`config.mk`:
```
export PLATFORM = sky130hd
export DESIGN_NAME = arm64_dp_immediate_execute_top
export DESIGN_NICKNAME = d
export VERILOG_FILES = /design/src/a64dpi_pkg.sv /design/src/a64dpi_regfile.sv /design/src/a64dpi_exec.sv /design/src/arm64_dp_immediate_execute_top.sv
export SDC_FILE = /design/constraint.sdc
export NUM_CORES = 2
export LEC_CHECK = 0
export BUFFER_PORTS_ARGS = -buffer_cell sky130_fd_sc_hd__buf_2
export CAP_MARGIN = 25
export CORE_ASPECT_RATIO = 1.75
export CORE_MARGIN = 2
export CORE_UTILIZATION = 50
export DETAILED_ROUTE_END_ITERATION = 7
export GPL_TIMING_DRIVEN = 0
export HOLD_SLACK_MARGIN = 0.05
export PLACE_DENSITY = 0.66
export REMOVE_ABC_BUFFERS = 1
export SYNTH_ARGS = -nofsm -noshare
export SYNTH_HDL_FRONTEND = slang
export SYNTH_SLANG_ARGS = --single-unit
```
`constraint.sdc`:
```
create_clock -name clock -period 13.1 [get_ports clock]
set_input_delay 1.31 -clock clock [delete_from_list [all_inputs] [get_ports clock]]
set_output_delay 1.31 -clock clock [all_outputs]
set_load 0.01 [all_outputs]
```
`src/a64dpi_pkg.sv`:
```
`timescale 1ns / 1ps
// ----------------------------------------------------------------------------
// a64dpi_pkg
// shared types and constants of the immediate add/sub and wide move execute
// block
// ----------------------------------------------------------------------------
package a64dpi_pkg;

   localparam int REG_COUNT = 31;
   localparam int REG_AW    = 5;
   localparam int XLEN      = 64;
   localparam int INSN_W    = 32;
   localparam int REQ_W     = 32;
   localparam int RSP_W     = 80;

   localparam logic [REG_AW-1:0] ZERO_REG = 5'h1F;

   localparam logic [2:0] CLASS_ARITH = 3'h2;
   localparam logic [2:0] CLASS_WIDE  = 3'h5;

   localparam logic [1:0] OPC_MOVN = 2'b00;
   localparam logic [1:0] OPC_BAD  = 2'b01;
   localparam logic [1:0] OPC_MOVZ = 2'b10;
   localparam logic [1:0] OPC_MOVK = 2'b11;

   localparam logic [11:0] IMM12_MASK = 12'hFFF;
   localparam logic [15:0] IMM16_MASK = 16'hFFFF;

   typedef enum logic [1:0] {
      STATUS_OK       = 2'd0,
      STATUS_NOT_IMM  = 2'd1,
      STATUS_BAD_MOVE = 2'd2
   } status_type;

   typedef struct packed {
      logic              en;
      logic [REG_AW-1:0] addr;
      logic [XLEN-1:0]   data;
   } wr_port_type;

   typedef struct packed {
      logic [REG_AW-1:0] dest_reg;
      logic [XLEN-1:0]   write_value;
      logic              wrote;
      logic [3:0]        flags_nzcv;
      status_type        status;
      logic              flags_upd;
   } exec_result_type;

   function automatic logic [REG_AW-1:0] src_index(input logic [INSN_W-1:0] insn);
      logic [REG_AW-1:0] idx;
      idx = (insn[25:23] == CLASS_ARITH) ? insn[9:5] : insn[4:0];
      return idx;
   endfunction

endpackage

```
`src/a64dpi_regfile.sv`:
```
`timescale 1ns / 1ps
// ----------------------------------------------------------------------------
// a64dpi_regfile
// general register memory, one registered read and one write per cycle,
// valid bits for reset to zero and a bypass for same-entry write and read
// ----------------------------------------------------------------------------
module a64dpi_regfile (
   input  logic                        clock,
   input  logic                        reset,
   input  logic                        rd_en,
   input  logic [a64dpi_pkg::REG_AW-1:0] rd_addr,
   input  a64dpi_pkg::wr_port_type     wr,
   output logic [a64dpi_pkg::XLEN-1:0] rd_data
);
   import a64dpi_pkg::*;

   logic [XLEN-1:0]      mem [0:REG_COUNT-1];
   logic [REG_COUNT-1:0] valid_ff;
   logic [XLEN-1:0]      mem_q_ff;
   logic                 hit_ok_ff;
   logic                 byp_ff;
   logic [XLEN-1:0]      byp_data_ff;
   logic                 rd_in_range;
   logic                 wr_in_range;
   logic                 byp_in;

   assign rd_in_range = (rd_addr != ZERO_REG);
   assign wr_in_range = wr.en && (wr.addr != ZERO_REG);
   assign byp_in      = wr_in_range && rd_in_range && (wr.addr == rd_addr);

   always_ff @(posedge clock) begin
      if (wr_in_range) begin
         mem[wr.addr] <= wr.data;
      end
      if (rd_en && rd_in_range) begin
         mem_q_ff <= mem[rd_addr];
      end
      if (rd_en) begin
         byp_data_ff <= wr.data;
      end
   end

   always_ff @(posedge clock) begin
      if (reset) begin
         valid_ff  <= '0;
         hit_ok_ff <= 1'b0;
         byp_ff    <= 1'b0;
      end else begin
         if (wr_in_range) begin
            valid_ff[wr.addr] <= 1'b1;
         end
         if (rd_en) begin
            hit_ok_ff <= rd_in_range && valid_ff[rd_addr];
            byp_ff    <= byp_in;
         end
      end
   end

   // write in the read cycle wins, unwritten entries read as zero
   assign rd_data = byp_ff ? byp_data_ff : (hit_ok_ff ? mem_q_ff : '0);

endmodule

```
`src/a64dpi_exec.sv`:
```
`timescale 1ns / 1ps
// ----------------------------------------------------------------------------
// a64dpi_exec
// decode and execute of add/sub immediate and wide move, with nzcv flags
// ----------------------------------------------------------------------------
module a64dpi_exec (
   input  logic [a64dpi_pkg::INSN_W-1:0] insn,
   input  logic [a64dpi_pkg::XLEN-1:0]   src,
   input  logic [3:0]                    flags,
   output a64dpi_pkg::exec_result_type   res
);
   import a64dpi_pkg::*;

   logic            sf;
   logic [1:0]      opc;
   logic [2:0]      cls;
   logic [1:0]      hw;
   logic [XLEN-1:0] mask;
   logic [XLEN-1:0] a;
   logic [XLEN-1:0] imm;
   logic [XLEN-1:0] sum;
   logic [XLEN-1:0] ovf;
   logic [XLEN-1:0] field;
   logic [XLEN-1:0] wimm;
   logic [5:0]      sh;
   logic [5:0]      top;
   logic            sub;
   logic            n, z, c, v;
   logic [XLEN-1:0] value;
   status_type      st;

   always_comb begin
      sf    = insn[31];
      opc   = insn[30:29];
      cls   = insn[25:23];
      hw    = insn[22:21];
      mask  = sf ? {XLEN{1'b1}} : {{(XLEN-32){1'b0}}, {32{1'b1}}};
      a     = src & mask;
      sub   = opc[1];
      top   = sf ? 6'd63 : 6'd31;
      imm   = {{(XLEN-12){1'b0}}, insn[21:10] & IMM12_MASK};
      if (insn[22]) begin
         imm = imm << 12;
      end
      sum   = (sub ? (a - imm) : (a + imm)) & mask;
      n     = sum[top];
      z     = (sum == '0);
      c     = sub ? (a >= imm) : (sum < a);
      ovf   = sub ? ((a ^ imm) & (a ^ sum)) : (~(a ^ imm) & (a ^ sum));
      v     = ovf[top];
      sh    = {hw, 4'b0000};
      field = {{(XLEN-16){1'b0}}, IMM16_MASK} << sh;
      wimm  = {{(XLEN-16){1'b0}}, insn[15:0] & IMM16_MASK} << sh;
      value = '0;
      st    = STATUS_OK;

      if (cls == CLASS_ARITH) begin
         value = sum;
      end else if (cls == CLASS_WIDE) begin
         if ((opc == OPC_BAD) || (!sf && hw[1])) begin
            st = STATUS_BAD_MOVE;
         end else begin
            case (opc)
               OPC_MOVN: value = ~wimm & mask;
               OPC_MOVZ: value = wimm & mask;
               OPC_MOVK: value = ((a & ~field) | wimm) & mask;
               default:  value = '0;
            endcase
         end
      end else begin
         st = STATUS_NOT_IMM;
      end

      res.flags_upd   = (cls == CLASS_ARITH) && opc[0];
      res.flags_nzcv  = res.flags_upd ? {n, z, c, v} : flags;
      res.status      = st;
      res.dest_reg    = (st == STATUS_OK) ? insn[4:0] : '0;
      res.write_value = (st == STATUS_OK) ? value : '0;
      res.wrote       = (st == STATUS_OK) && (insn[4:0] != ZERO_REG);
   end

endmodule

```
`src/arm64_dp_immediate_execute_top.sv`:
```
`timescale 1ns / 1ps
// ----------------------------------------------------------------------------
// arm64_dp_immediate_execute_top
// path: instruction and source register read are registered at the transfer
//          edge, then executed into the output register, which holds on a stall
// throughput: one instruction per cycle unless the output stalls, set by the
//          single register memory read port; dependents use the write bypass
// reset: synchronous; clears pipeline valids, flags and the 31 register
//          valid bits, so all registers read zero at once with no clear pass
// ----------------------------------------------------------------------------
module arm64_dp_immediate_execute_top (
   input  logic                         clock,
   input  logic                         reset,
   input  logic                         req_tvalid,
   output logic                         req_tready,
   input  logic [a64dpi_pkg::REQ_W-1:0] req_tdata,  // instruction[31:0]
   output logic                         rsp_tvalid,
   input  logic                         rsp_tready,
   // dest_reg[4:0], write_value[68:5], wrote[69], flags_nzcv[73:70],
   // status[75:74], zero[79:76]
   output logic [a64dpi_pkg::RSP_W-1:0] rsp_tdata
);
   import a64dpi_pkg::*;

   logic              s1_valid_ff;
   logic [INSN_W-1:0] s1_insn_ff;
   logic              out_valid_ff;
   exec_result_type   out_ff;
   logic [3:0]        flags_ff;
   logic              req_acc;
   logic              s1_adv;
   logic [XLEN-1:0]   src;
   exec_result_type   res;
   wr_port_type       wr;

   assign s1_adv     = s1_valid_ff && (!out_valid_ff || rsp_tready);
   assign req_tready = !s1_valid_ff || s1_adv;
   assign req_acc    = req_tvalid && req_tready;

   assign wr.en   = s1_adv && res.wrote;
   assign wr.addr = res.dest_reg;
   assign wr.data = res.write_value;

   a64dpi_regfile u_regfile (
      .clock   (clock),
      .reset   (reset),
      .rd_en   (req_acc),
      .rd_addr (src_index(req_tdata[INSN_W-1:0])),
      .wr      (wr),
      .rd_data (src)
   );

   a64dpi_exec u_exec (
      .insn  (s1_insn_ff),
      .src   (src),
      .flags (flags_ff),
      .res   (res)
   );

   always_ff @(posedge clock) begin
      if (req_acc) begin
         s1_insn_ff <= req_tdata[INSN_W-1:0];
      end
      if (s1_adv) begin
         out_ff <= res;
      end
   end

   always_ff @(posedge clock) begin
      if (reset) begin
         s1_valid_ff  <= 1'b0;
         out_valid_ff <= 1'b0;
         flags_ff     <= '0;
      end else begin
         if (req_acc) begin
            s1_valid_ff <= 1'b1;
         end else if (s1_adv) begin
            s1_valid_ff <= 1'b0;
         end
         if (s1_adv) begin
            out_valid_ff <= 1'b1;
         end else if (rsp_tready) begin
            out_valid_ff <= 1'b0;
         end
         if (s1_adv && res.flags_upd) begin
            flags_ff <= res.flags_nzcv;
         end
      end
   end

   assign rsp_tvalid = out_valid_ff;
   assign rsp_tdata  = {4'b0000, out_ff.status, out_ff.flags_nzcv, out_ff.wrote,
                        out_ff.write_value, out_ff.dest_reg};

endmodule

```
==> impl_results.md <==
* Hold Startpoint: u_regfile.valid_ff[20]$_SDFFE_PP0P_
* P&R area growth vs syn at 15.7%
* Peak fanout along the critical path at 73
* DR pass1 iterations at 8
* Compound-cell area share of the yosys netlist at 0.0803
* Post-route core utilization at 0.583
* Post-cts gate resize count at 0
* Tmin final at between 9000 and 10,000 ps
* Setup Viol. Count Final at 0
* Vias in the first global route at 67,100
* Routed WL per cell at about 28 µm
* Fillers at 15,100
* CTS Buf Count at 198
* Combinational family with the most area after synthesis: simple AND/OR/NAND/NOR gates
* Post-synth top area share at 0.687
* Routed met2 length at about 150,000 µm
* Final Cycle Share at 0.709
* HPWL after DPL at 204,000 µm
* Post-synthesis sequential area ratio at 0.695
* Worst Hold Class: register to register
* Cell area after technology mapping at 96,900 µm²
* Total design power at 15.4 mW
* Sw power at 3.78 mW
* Most used DFF post-synth: edfxtp_1
* Synth Area in XOR/XNOR at 0.00398
* Failing checks: DRC
* Setup crit end kind: register
* Critical path startpoint category: register
* Cell variety after synth at 96
* Site Rows at ~210
* CP top delay family: compound AO/OA/AOI/OAI gates
* Post-Syn Area per Cell at roughly 12 µm²
* Post-synth EDFFs at 2,217
* Internal power at 11.6 mW
* Core area at ~190,000 µm²
* Post-CTS setup buffers at 0
* Post-synth ARST share at 0
* Largest net degree at the start of global routing at 130
* Crit-path max cell delay at slightly below 900 ps
* Clk pin slew, worst setup/hold paths at 70 ps
* Uppermost layer routed: met5
* Clock skew at around 72 ps
* Ys Warns at 0
* Commonest non-fill, non-tap cell in the layout: edfxtp_1
* Outcome: complete, but fails checks
* Final instance area at 112,000 µm²
* DR vias at 68,800
* Synthesized flop and latch total at 2,256
* Starting Density at 0.504
* H-tree level count at 4
* Switching Fraction at 0.245
* Pwr Density at 138 nW/µm²
* DR DRC count at 1
* Via density at 6.32
* Share of layout cells above drive strength 1 at 0.106
* Largest cells by area after synthesis: edfxtp_1, nand2_1, nand3_1, a311oi_1, clkbuf_1
* Clock Path Buffers at 4
* Area occupied by registers at about 67,000 µm²
* Die Height at 586 µm
* Cell Area, Placed at 106,000 µm²
* Critical Path RT at 13,720 ps
* CTS tree: done
* Crit path arrival time at 9900 ps
* First-pass GRT wire length at 447,000 µm
* Fmax at 0.108 GHz
* Synth area leader: edfxtp_1
* 1st-iter DRT viols at 8,377
* Total global routing overflow at 0
* Synth Area in Adders at 0.0143
* Root Buffer Master: clkbuf_16
* Cell count after synthesis at 8,055
* I/O Pins at 118
* Combinational power share at 0.111
* Routed wire length at 309,000 µm
* ANT nets after route at 0
* Critical path buffers and inverters at 4
* WS Path Type: register to register
* Die width at 337 µm
* Slowest stage cell, crit path: a2111oi_0
* Most frequent cells in the layout: edfxtp_1, nand2_1, nand3_1, a311oi_1, nor2_1
* Least-Margin Pin Slew at roughly 1300 ps
* Number of port buffers at 110
* Simple-Gate Fraction of Synth Area at 0.176
* Endpoints failing hold at 0
* Post-synthesis mux area share at 0.00390
* Met3 WL at roughly 24,000 µm
* Multi-input logic area at 27,700 µm²
* All-Layer GR Usage at 0.309
* Worst R2R Start: u_regfile.byp_ff$_SDFFE_PP0P_
* Slew Limit Fails at 0
* Antenna violations before repair at 5
* Pleak at 39.3 nW
* Clock network fraction of total power at 0.367
* Cts hold-fix bufs at 0
* Nets at 8,289
* Wl on met1 at 114,000 µm
* VDD IR-drop max at 145 µV
* Worst slew margin at 0.136
* RSZ-0062 raised after global routing: no
* Max Cap Viol at 0
* Clock sink count at 2,256
* Reg power frac at 0.522
* Die area at 198,000 µm²
* CP Launch Point: u_regfile.byp_ff$_SDFFE_PP0P_
* GP Congestion at between 1 and 1.5
* Clock Latency Late Sink at between 800 and 900 ps
-- state kept, by name (all words and copies together) (netlist names), 4 cells and up --
signal	cells
flags_ff	4
rsp_tdata	76
s1_insn_ff	29
u_regfile.byp_data_ff	64
u_regfile.mem	1984
u_regfile.mem_q_ff	64
u_regfile.valid_ff	31
-- layer usage --
| layer | track usage | vias up |
|---|---|---|
| met5 | 0 | - |
| met4 | 0.179 | 4 |
| met3 | 0.0455 | 980 |
| met2 | 0.514 | 3543 |
| met1 | 0.387 | 34300 |
| li1 | - | 30000 |
-- final cells by class --
cell class	instances	share of cell area
multi-input cells	5151	0.247
flip-flops and latches	2256	0.601
repair buffers	440	0.0658
inverters	96	0.00326
clock inverters	105	0.00832
diodes	5	0.000112
clock buffers	242	0.0457
well taps	2580	0.0288
-- cells in the mapped netlist, types with 27 or more instances --
library cell,instances
edfxtp_1,2217
nand2_1,2209
nand3_1,1121
clkbuf_1,481
a311oi_1,326
nor2_1,231
o21ai_0,173
ha_1,109
a21o_1,105
a21oi_1,97
inv_1,93
a31oi_1,81
and3_1,77
o211ai_1,50
buf_1,44
dfxtp_1,39
nand4_1,36
nor3_1,33
xnor2_1,33
mux2i_1,31
nor2b_1,28
nand2b_1,27
-- logic make-up (layout without fill, tap and decap cells) --
logic type / count (synthesis) / after routing
and+or+nand+nor: 3903 / 3903
other: 1 / 9
adders and majority gates: 110 / 110
AOI/OAI and AO/OA: 1053 / 1053
muxes: 37 / 37
buffers and inverters: 651 / 883
xor gates and xnor gates: 44 / 44
DFF: 2256 / 2256
-- path summary, 6_finish.rpt --
kind / depth (start not counted) / slack (ps) / to
max reg2reg: 26 / 3820 / rsp_tdata[71]$_DFFE_PP_
min reg2reg: 2 / 470 / u_regfile.valid_ff[20]$_SDFFE_PP0P_
max: 26 / 3820 / rsp_tdata[71]$_DFFE_PP_
min: 2 / 470 / u_regfile.valid_ff[20]$_SDFFE_PP0P_
-- power by group through the flow --
| stage | combinational [mW] | clock, mW | sequential (mW) |
|---|---|---|---|
| 6_report | 1.71 | 5.66 | 8.05 |
| 2_1_floorplan | 1.52 | 0 | 8.20 |
| 5_1_grt | 1.83 | 5.97 | 8.05 |
| 3_3_place_gp | 2.61 | 0 | 8.25 |
| 3_5_place_dp | 1.68 | 0 | 8.21 |
| 4_1_cts | 1.69 | 5.71 | 8.05 |
-- worst reg2reg max path, stage by stage (launching register included) --
cell and delay (ps):
dfxtp_4 810, buf_16 380, nor2b_4 260, buf_12 210, a22oi_1 470, inv_1 190, ha_1 530, nor4_1 670
nand3_1 250, o32ai_1 700, o31ai_1 170, buf_2 230, a2111oi_0 880, a21oi_1 120, xnor2_1 170, nor2_1 470
ha_1 350, a21o_1 160, a21o_1 170, a21oi_1 140, nor2b_1 60, o21ai_0 140, a21oi_1 100, a211oi_1 480
o221ai_1 220, a21o_1 220, a41oi_1 480
-- through the flow --
| stage | setup WS [ps] | hold WS [ps] | TNS [ps] | std cells |
|---|---|---|---|---|
| after detailed placement | 4270 | 462 | 0 | 10500 |
| final | 3820 | 474 | 0 | 10900 |
| after global routing | 3710 | 487 | 0 | 10900 |
| after CTS | 4220 | 479 | 0 | 10900 |
| after floorplan | -25800 | 440 | -2053870 | 7503 |
| after global placement | -54790 | 449 | - | 10200 |
Power figures use the tool's default switching activity.
